===== config.mk =====
export PLATFORM = sky130hd
export DESIGN_NAME = fbs_out_stage_flat
export DESIGN_NICKNAME = d
export VERILOG_FILES = /design/src/design/favorite_bitmap_select_core_macros.svh /design/src/design/fbs_pkg.sv /design/src/design/fbs_if.sv /design/src/design/fbs_out_stage.sv /design/src/flat_wrapper.sv
export SDC_FILE = /design/constraint.sdc
export NUM_CORES = 1
export LEC_CHECK = 0
export ABC_AREA = 1
export BUFFER_PORTS_ARGS = -buffer_cell sky130_fd_sc_hd__buf_4
export CAP_MARGIN = 25
export CORE_ASPECT_RATIO = 0.9
export CORE_MARGIN = 3
export CORE_UTILIZATION = 35
export CTS_CLUSTER_DIAMETER = 60
export DETAILED_ROUTE_END_ITERATION = 16
export PLACE_DENSITY = 0.75
export SKIP_CTS_REPAIR_TIMING = 1
export SLEW_MARGIN = 20
export SYNTH_ARGS = -nofsm -noshare
export SYNTH_HDL_FRONTEND = slang
export SYNTH_SLANG_ARGS = --single-unit

===== constraint.sdc =====
create_clock -name clk_i -period 2.96 [get_ports clk_i]
set_clock_uncertainty 0.2 [all_clocks]
set_input_delay 0.148 -clock clk_i [delete_from_list [all_inputs] [get_ports clk_i]]
set_output_delay 0.148 -clock clk_i [all_outputs]
set_load 0.02 [all_outputs]

===== src/design/favorite_bitmap_select_core_macros.svh =====
`ifndef FAVORITE_BITMAP_SELECT_CORE_MACROS_SVH
`define FAVORITE_BITMAP_SELECT_CORE_MACROS_SVH

// Property holds on every clock edge out of reset.
`define FBS_ASSERT_ALWAYS(lbl, expr, msg) \
  lbl: assert property (@(posedge clk_i) disable iff (!rst_ni) (expr)) else $error(msg);

// Consequent holds on the edge after the antecedent.
`define FBS_ASSERT_NEXT(lbl, ante, cons, msg) \
  lbl: assert property (@(posedge clk_i) disable iff (!rst_ni) (ante) |=> (cons)) \
    else $error(msg);

`endif


===== src/design/fbs_pkg.sv =====
`timescale 1ns / 1ps

package fbs_pkg;

  localparam int MaxIds    = 32768;
  localparam int WordBits  = 32;
  localparam int WordCount = (MaxIds + WordBits - 1) / WordBits;
  localparam int AddrW     = $clog2(WordCount);
  localparam int BitW      = $clog2(WordBits);
  localparam int IdW       = 15;
  localparam int LimitW    = 16;
  localparam int CntW      = $clog2(MaxIds + 1);
  localparam int ModeW     = 2;

  localparam logic [ModeW-1:0] ModeSet    = 2'd0;
  localparam logic [ModeW-1:0] ModeClear  = 2'd1;
  localparam logic [ModeW-1:0] ModeTest   = 2'd2;
  localparam logic [ModeW-1:0] ModeSelect = 2'd3;

  typedef struct packed {
    logic            in_range;
    logic            is_marked;
    logic            found;
    logic [IdW-1:0]  position;
    logic [CntW-1:0] marked_count;
  } rsp_t;

endpackage


===== src/design/fbs_if.sv =====


interface fbs_rsp_if;
  logic                     valid;
  logic                     ready;
  logic                     in_range;
  logic                     is_marked;
  logic                     found;
  logic [fbs_pkg::IdW-1:0]  position;
  logic [fbs_pkg::CntW-1:0] marked_count;

  modport source (output valid, in_range, is_marked, found, position, marked_count,
                  input ready);
  modport sink   (input valid, in_range, is_marked, found, position, marked_count,
                  output ready);
endinterface


===== src/design/fbs_out_stage.sv =====
`timescale 1ns / 1ps

module fbs_out_stage (
  input  logic          clk_i,
  input  logic          rst_ni,
  input  logic          res_valid_i,
  input  fbs_pkg::rsp_t res_i,
  output logic          res_ready_o,
  fbs_rsp_if.source     rsp_o
);

  logic          valid_q;
  fbs_pkg::rsp_t data_q;
  logic          load;

  assign res_ready_o = !valid_q || rsp_o.ready;
  assign load        = res_valid_i && res_ready_o;

  always_ff @(posedge clk_i or negedge rst_ni) begin
    if (!rst_ni) begin
      valid_q <= 1'b0;
    end else if (res_ready_o) begin
      valid_q <= res_valid_i;
    end
  end

  always_ff @(posedge clk_i) begin
    if (load) begin
      data_q <= res_i;
    end
  end

  assign rsp_o.valid        = valid_q;
  assign rsp_o.in_range     = data_q.in_range;
  assign rsp_o.is_marked    = data_q.is_marked;
  assign rsp_o.found        = data_q.found;
  assign rsp_o.position     = data_q.position;
  assign rsp_o.marked_count = data_q.marked_count;

endmodule


===== src/flat_wrapper.sv =====
// flat-port wrapper written by rule: the top's interface ports become plain ports
module fbs_out_stage_flat 
  (clk_i, rst_ni, res_valid_i, res_i, res_ready_o, rsp_o_valid, rsp_o_in_range, rsp_o_is_marked, rsp_o_found, rsp_o_position, rsp_o_marked_count, rsp_o_ready);
  fbs_rsp_if rsp_o_i ();
  input  logic clk_i;
  input  logic rst_ni;
  input  logic res_valid_i;
  input  fbs_pkg::rsp_t res_i;
  output logic res_ready_o;
  output wire logic [$bits(rsp_o_i.valid)-1:0] rsp_o_valid;
  output wire logic [$bits(rsp_o_i.in_range)-1:0] rsp_o_in_range;
  output wire logic [$bits(rsp_o_i.is_marked)-1:0] rsp_o_is_marked;
  output wire logic [$bits(rsp_o_i.found)-1:0] rsp_o_found;
  output wire logic [$bits(rsp_o_i.position)-1:0] rsp_o_position;
  output wire logic [$bits(rsp_o_i.marked_count)-1:0] rsp_o_marked_count;
  input wire logic [$bits(rsp_o_i.ready)-1:0] rsp_o_ready;
  assign rsp_o_valid = rsp_o_i.valid;
  assign rsp_o_in_range = rsp_o_i.in_range;
  assign rsp_o_is_marked = rsp_o_i.is_marked;
  assign rsp_o_found = rsp_o_i.found;
  assign rsp_o_position = rsp_o_i.position;
  assign rsp_o_marked_count = rsp_o_i.marked_count;
  assign rsp_o_i.ready = rsp_o_ready;
  fbs_out_stage u_core (.clk_i(clk_i), .rst_ni(rst_ni), .res_valid_i(res_valid_i), .res_i(res_i), .res_ready_o(res_ready_o), .rsp_o(rsp_o_i));
endmodule

Word level (Yosys, flattened, before mapping) --
Index checks and enable logic that the tools add are counted.
Storage, ports and cells: output and inout port bits 36, logic and storage cells 9, register bits 35, input port bits 38
Cells by class: reduce and logical (&&, ||, !) cells 3
Operators with widths (count):
- logical AND 1 bit | 1
- logical NOT 1 bit | 1
- logical OR 1 bit | 1

Longest topological paths before layout --
word-level depth 3, depth in mapped cells 3, depth with buffers taken out 3

Worst setup path before layout --
No wires, ideal clock.
path kind flip-flop to flip-flop, from reg u_core.valid_q (netlist: u_core.rsp_o.valid), to reg u_core.data_q, in the netlist u_core.rsp_o.found, enable pin, library setup time 0.437 ns, cell stages (with the launch flop) 2, setup slack 0.133 ns, clock period less this slack 2.827 ns, path buffers 0, required time 2.323 ns, arrival time 2.191 ns, path through dfrtp_1 a21oi_1
On the way: longest elaborated chain between the ends 3
RTL lines:
- start, declared | RTL line fbs_out_stage.sv:12 | logic valid_q;
- start signal, assigned | RTL line fbs_out_stage.sv:23 | valid_q <= res_valid_i;
- logical NOT 1 bit | RTL line fbs_out_stage.sv:16 | assign res_ready_o = !valid_q || rsp_o.ready;
- logical OR 1 bit | RTL line fbs_out_stage.sv:16
- logical AND 1 bit | RTL line fbs_out_stage.sv:17 | assign load = res_valid_i && res_ready_o;
- net u_core.load | RTL line fbs_out_stage.sv:14 | logic load;
- end signal, assigned | RTL line fbs_out_stage.sv:29 | data_q <= res_i;
- end, declared | RTL line fbs_out_stage.sv:13 | fbs_pkg::rsp_t data_q;
The timed path passes the listed nets, and every way through them passes these cells. A chain may end at the register's enable or synchronous reset.

Worst setup path in the final report --
from reg u_core.valid_q (netlist: u_core.rsp_o.valid), to reg u_core.data_q, in the netlist u_core.rsp_o.position[4], enable pin
The elaborated chain is that of the path after synthesis.

==> summary.txt <==
Yosys
  • Warnings from Yosys: 0
  • Top post-synthesis cells by area: edfxtp_1, dfrtp_1, inv_1
  • Synth Instances: 40
  • Post-Synthesis Cell Area: approximately 1100 um2
  • Area leader, netlist: edfxtp_1
  • Yosys top cell area share: 95.8%
  • Synth Area per Inst: roughly 27 um2
  • Yosys reg bits: 35
  • Post-synth net total: 78
  • Post-synthesis sequential area ratio: between 90% and 100%
  • Library cells used by synthesis: 5

Pwr
  • Share of power burned in registers: approximately 56%
  • Internal Power: between 0.8 and 0.9 mW
  • Leakage: ~0.91 nW
  • Sw power: approximately 0.23 mW
  • Switch share: a little over a fifth
  • Worst vdd ir: 345 uV
  • PwrDens: approximately 500 nW/um2
  • Clock power share: a little over a quarter
  • Comb pwr share: roughly 16%

Detailed routing
  • DR top layer: met4
  • Via count: 832
  • WL met2: roughly 1400 um
  • WL per Instance: ~15 um
  • WL met3: approximately 380 um
  • Number of remaining DRC errors: 0
  • Final WL: a little under 3000 um
  • DRT Pass-1 Iters: 4
  • Routed Antenna Nets: 0
  • DR vias/cell: about 4.2
  • Number of DRC markers in iteration 0: 15
  • Met1 Wirelength: roughly 1100 um

Clock tree
  • Worst-Skew Late Latency: roughly 320 ps
  • TritonCTS Buffers: 5
  • Total clock sinks: 35
  • Depth of the CTS H-tree: 2
  • Clk buf depth: 2
  • CTS root buffer: clkbuf_4
  • CTS tree: done
  • Clock transition at the registers of the reported paths: approximately 100 ps

Setup path
  • Crit end category: flip-flop
  • Worst reg2reg path endpoint: u_core.rsp_o.position[4]
  • Max Fanout on Critical Path: 34
  • R2R depth: 2
  • CP cell instances: a21oi_4, buf_4
  • Reg2Reg Setup Slack: roughly 1400 ps
  • Critical path type: reg -> reg
  • Slowest Stage Delay on Critical Path: between 400 and 500 ps
  • CP required: approximately 2700 ps
  • Worst r2r src: u_core.rsp_o.valid
  • Startpoint types: flip-flop
  • Slowest-stage cell, CP: dfrtp_1
  • Crit. Startpoint: u_core.rsp_o.valid
  • Crit path DAT: ~1300 ps

STA
  • Minimum clock period: 1540 ps
  • Final setup viols: 0
  • Max-slew headroom: between 70% and 80%
  • Worst-margin pin slew: 411 ps
  • RSZ-0062 raised after global routing: false
  • Highest clock rate: about 650 MHz
  • Pins Over Slew Limit: 0
  • Final worst slack: approximately 1400 ps
  • Setup TNS: 0 ps
  • Fin. Hold Viols: 0
  • Final worst path period share: a little over half

Floorplan
  • Placeable Area: 2820 um2
  • Die area: approximately 3700 um2
  • Initial Utilization: around 38%
  • Die width: 64.2 um
  • # rows: 18
  • # IOs: between 70 and 80
  • Die Height: ~58 um

Final layout
  • Share of post-route cells with drive strength above 1: between 50% and 60%
  • Register Area: around 1000 um2
  • Multi-input gate area: 23.8 um2
  • Final instance area: approximately 2100 um2
  • Area Growth Syn to Fin: 100%
  • Fillers: between 150 and 200
  • ANT cells: 0
  • Final net count: 197
  • Commonest non-fill, non-tap cell in the layout: buf_4
  • Most frequent cells in the layout: buf_4, dlygate4sd3_1, edfxtp_1

Global routing
  • First-pass GRT wire length: between 3000 and 4000 um
  • Antenna violations before repair: 0
  • GRT Total Usage: 12.3%
  • Vias in the first global route: between 700 and 800
  • Largest net degree at the start of global routing: 35
  • Global route overflow: 0

Placement
  • Port bufs: 73
  • Pre-CTS setup slack: around 1400 ps
  • Area after DPL: 1680 um2
  • GPL Wtd Cong: about 0.67

Job
  • Max Cap Violations: 0

Min path
  • Hold path cells: 2
  • Worst hold path type: in -> reg
  • Hold endpoint: u_core.rsp_o.position[7]
  • Hold_sp: res_i[23]

Outcome
  • Outcome: completed
-- per-stage QoR --
| stage | hold slack [ps] | cells | power [mW] | utilization (%) |
|---|---|---|---|---|
| 3_3_place_gp | -276 | 154 | 0.722 | 59.8 |
| 5_1_grt | 298 | 200 | 1.09 | 75.7 |
| 3_5_place_dp | -275 | 154 | 0.725 | 59.8 |
| 6_report | 329 | 200 | 1.04 | 75.7 |
| 4_1_cts | -638 | 162 | 1.01 | 62.2 |
| 2_1_floorplan | -348 | 40 | 0.642 | - |
-- routing by layer --
metal,GRT usage (%),vias up
li1,-,392
met1,10.2,377
met2,19.6,57
met3,9.92,6
met4,9.04,0
met5,0,-
-- synth_stat cells --
master / number
a21oi_1: 1
edfxtp_1: 34
nand2_1: 2
inv_1: 2
dfrtp_1: 1
-- registers in the layout (all words and copies together) (netlist names) --
name,count
u_core.rsp_o.marked_count,16
u_core.rsp_o.position,15
u_core.rsp_o.found,1
u_core.rsp_o.in_range,1
u_core.rsp_o.is_marked,1
u_core.rsp_o.valid,1
-- power groups by stage --
| stage | Clock [mW] | Sequential, mW | Combinational, mW |
|---|---|---|---|
| 2_1_floorplan | 0 | 0.630 | 0.0116 |
| 3_3_place_gp | 0 | 0.594 | 0.127 |
| 3_5_place_dp | 0 | 0.595 | 0.130 |
| 4_1_cts | 0.295 | 0.584 | 0.130 |
| 5_1_grt | 0.318 | 0.588 | 0.182 |
| 6_report | 0.285 | 0.585 | 0.171 |
-- cell type report --
type,instances,share of cell area (%)
inverter,2,0.352
multi-input combinational,3,1.12
clock buffer,8,3.23
sequential,35,49.1
tap,40,2.35
timing repair buffer,112,43.9
-- how the worst max path moves through the flow --
stage | to | slack, ps | cells past startpoint
4_1_cts | u_core.rsp_o.position[4] | 1420 | 2
6_report | u_core.rsp_o.position[4] | 1420 | 2
2_1_floorplan | u_core.rsp_o.found | 130 | 1
5_1_grt | u_core.rsp_o.marked_count[5] | 1340 | 2
3_5_place_dp | u_core.rsp_o.marked_count[9] | 1440 | 2
3_3_place_gp | u_core.rsp_o.position[13] | 1490 | 2
-- cell families (layout without fill, tap and decap cells) --
logic type,after synthesis,after routing,synth area share (%)
DFF,35,35,98.1
and+or+nand+nor,2,2,0.704
buffers and inverters,2,122,0.704
AOI/OAI and AO/OA,1,1,0.469
-- critical path, delay by kind of cell (launching register included) --
family	cells	cell delay, ps
DFF	1	450
buffers and inverters	1	380
AOI/OAI and AO/OA	1	160
Note: power is estimated with default switching activity, not from simulation.
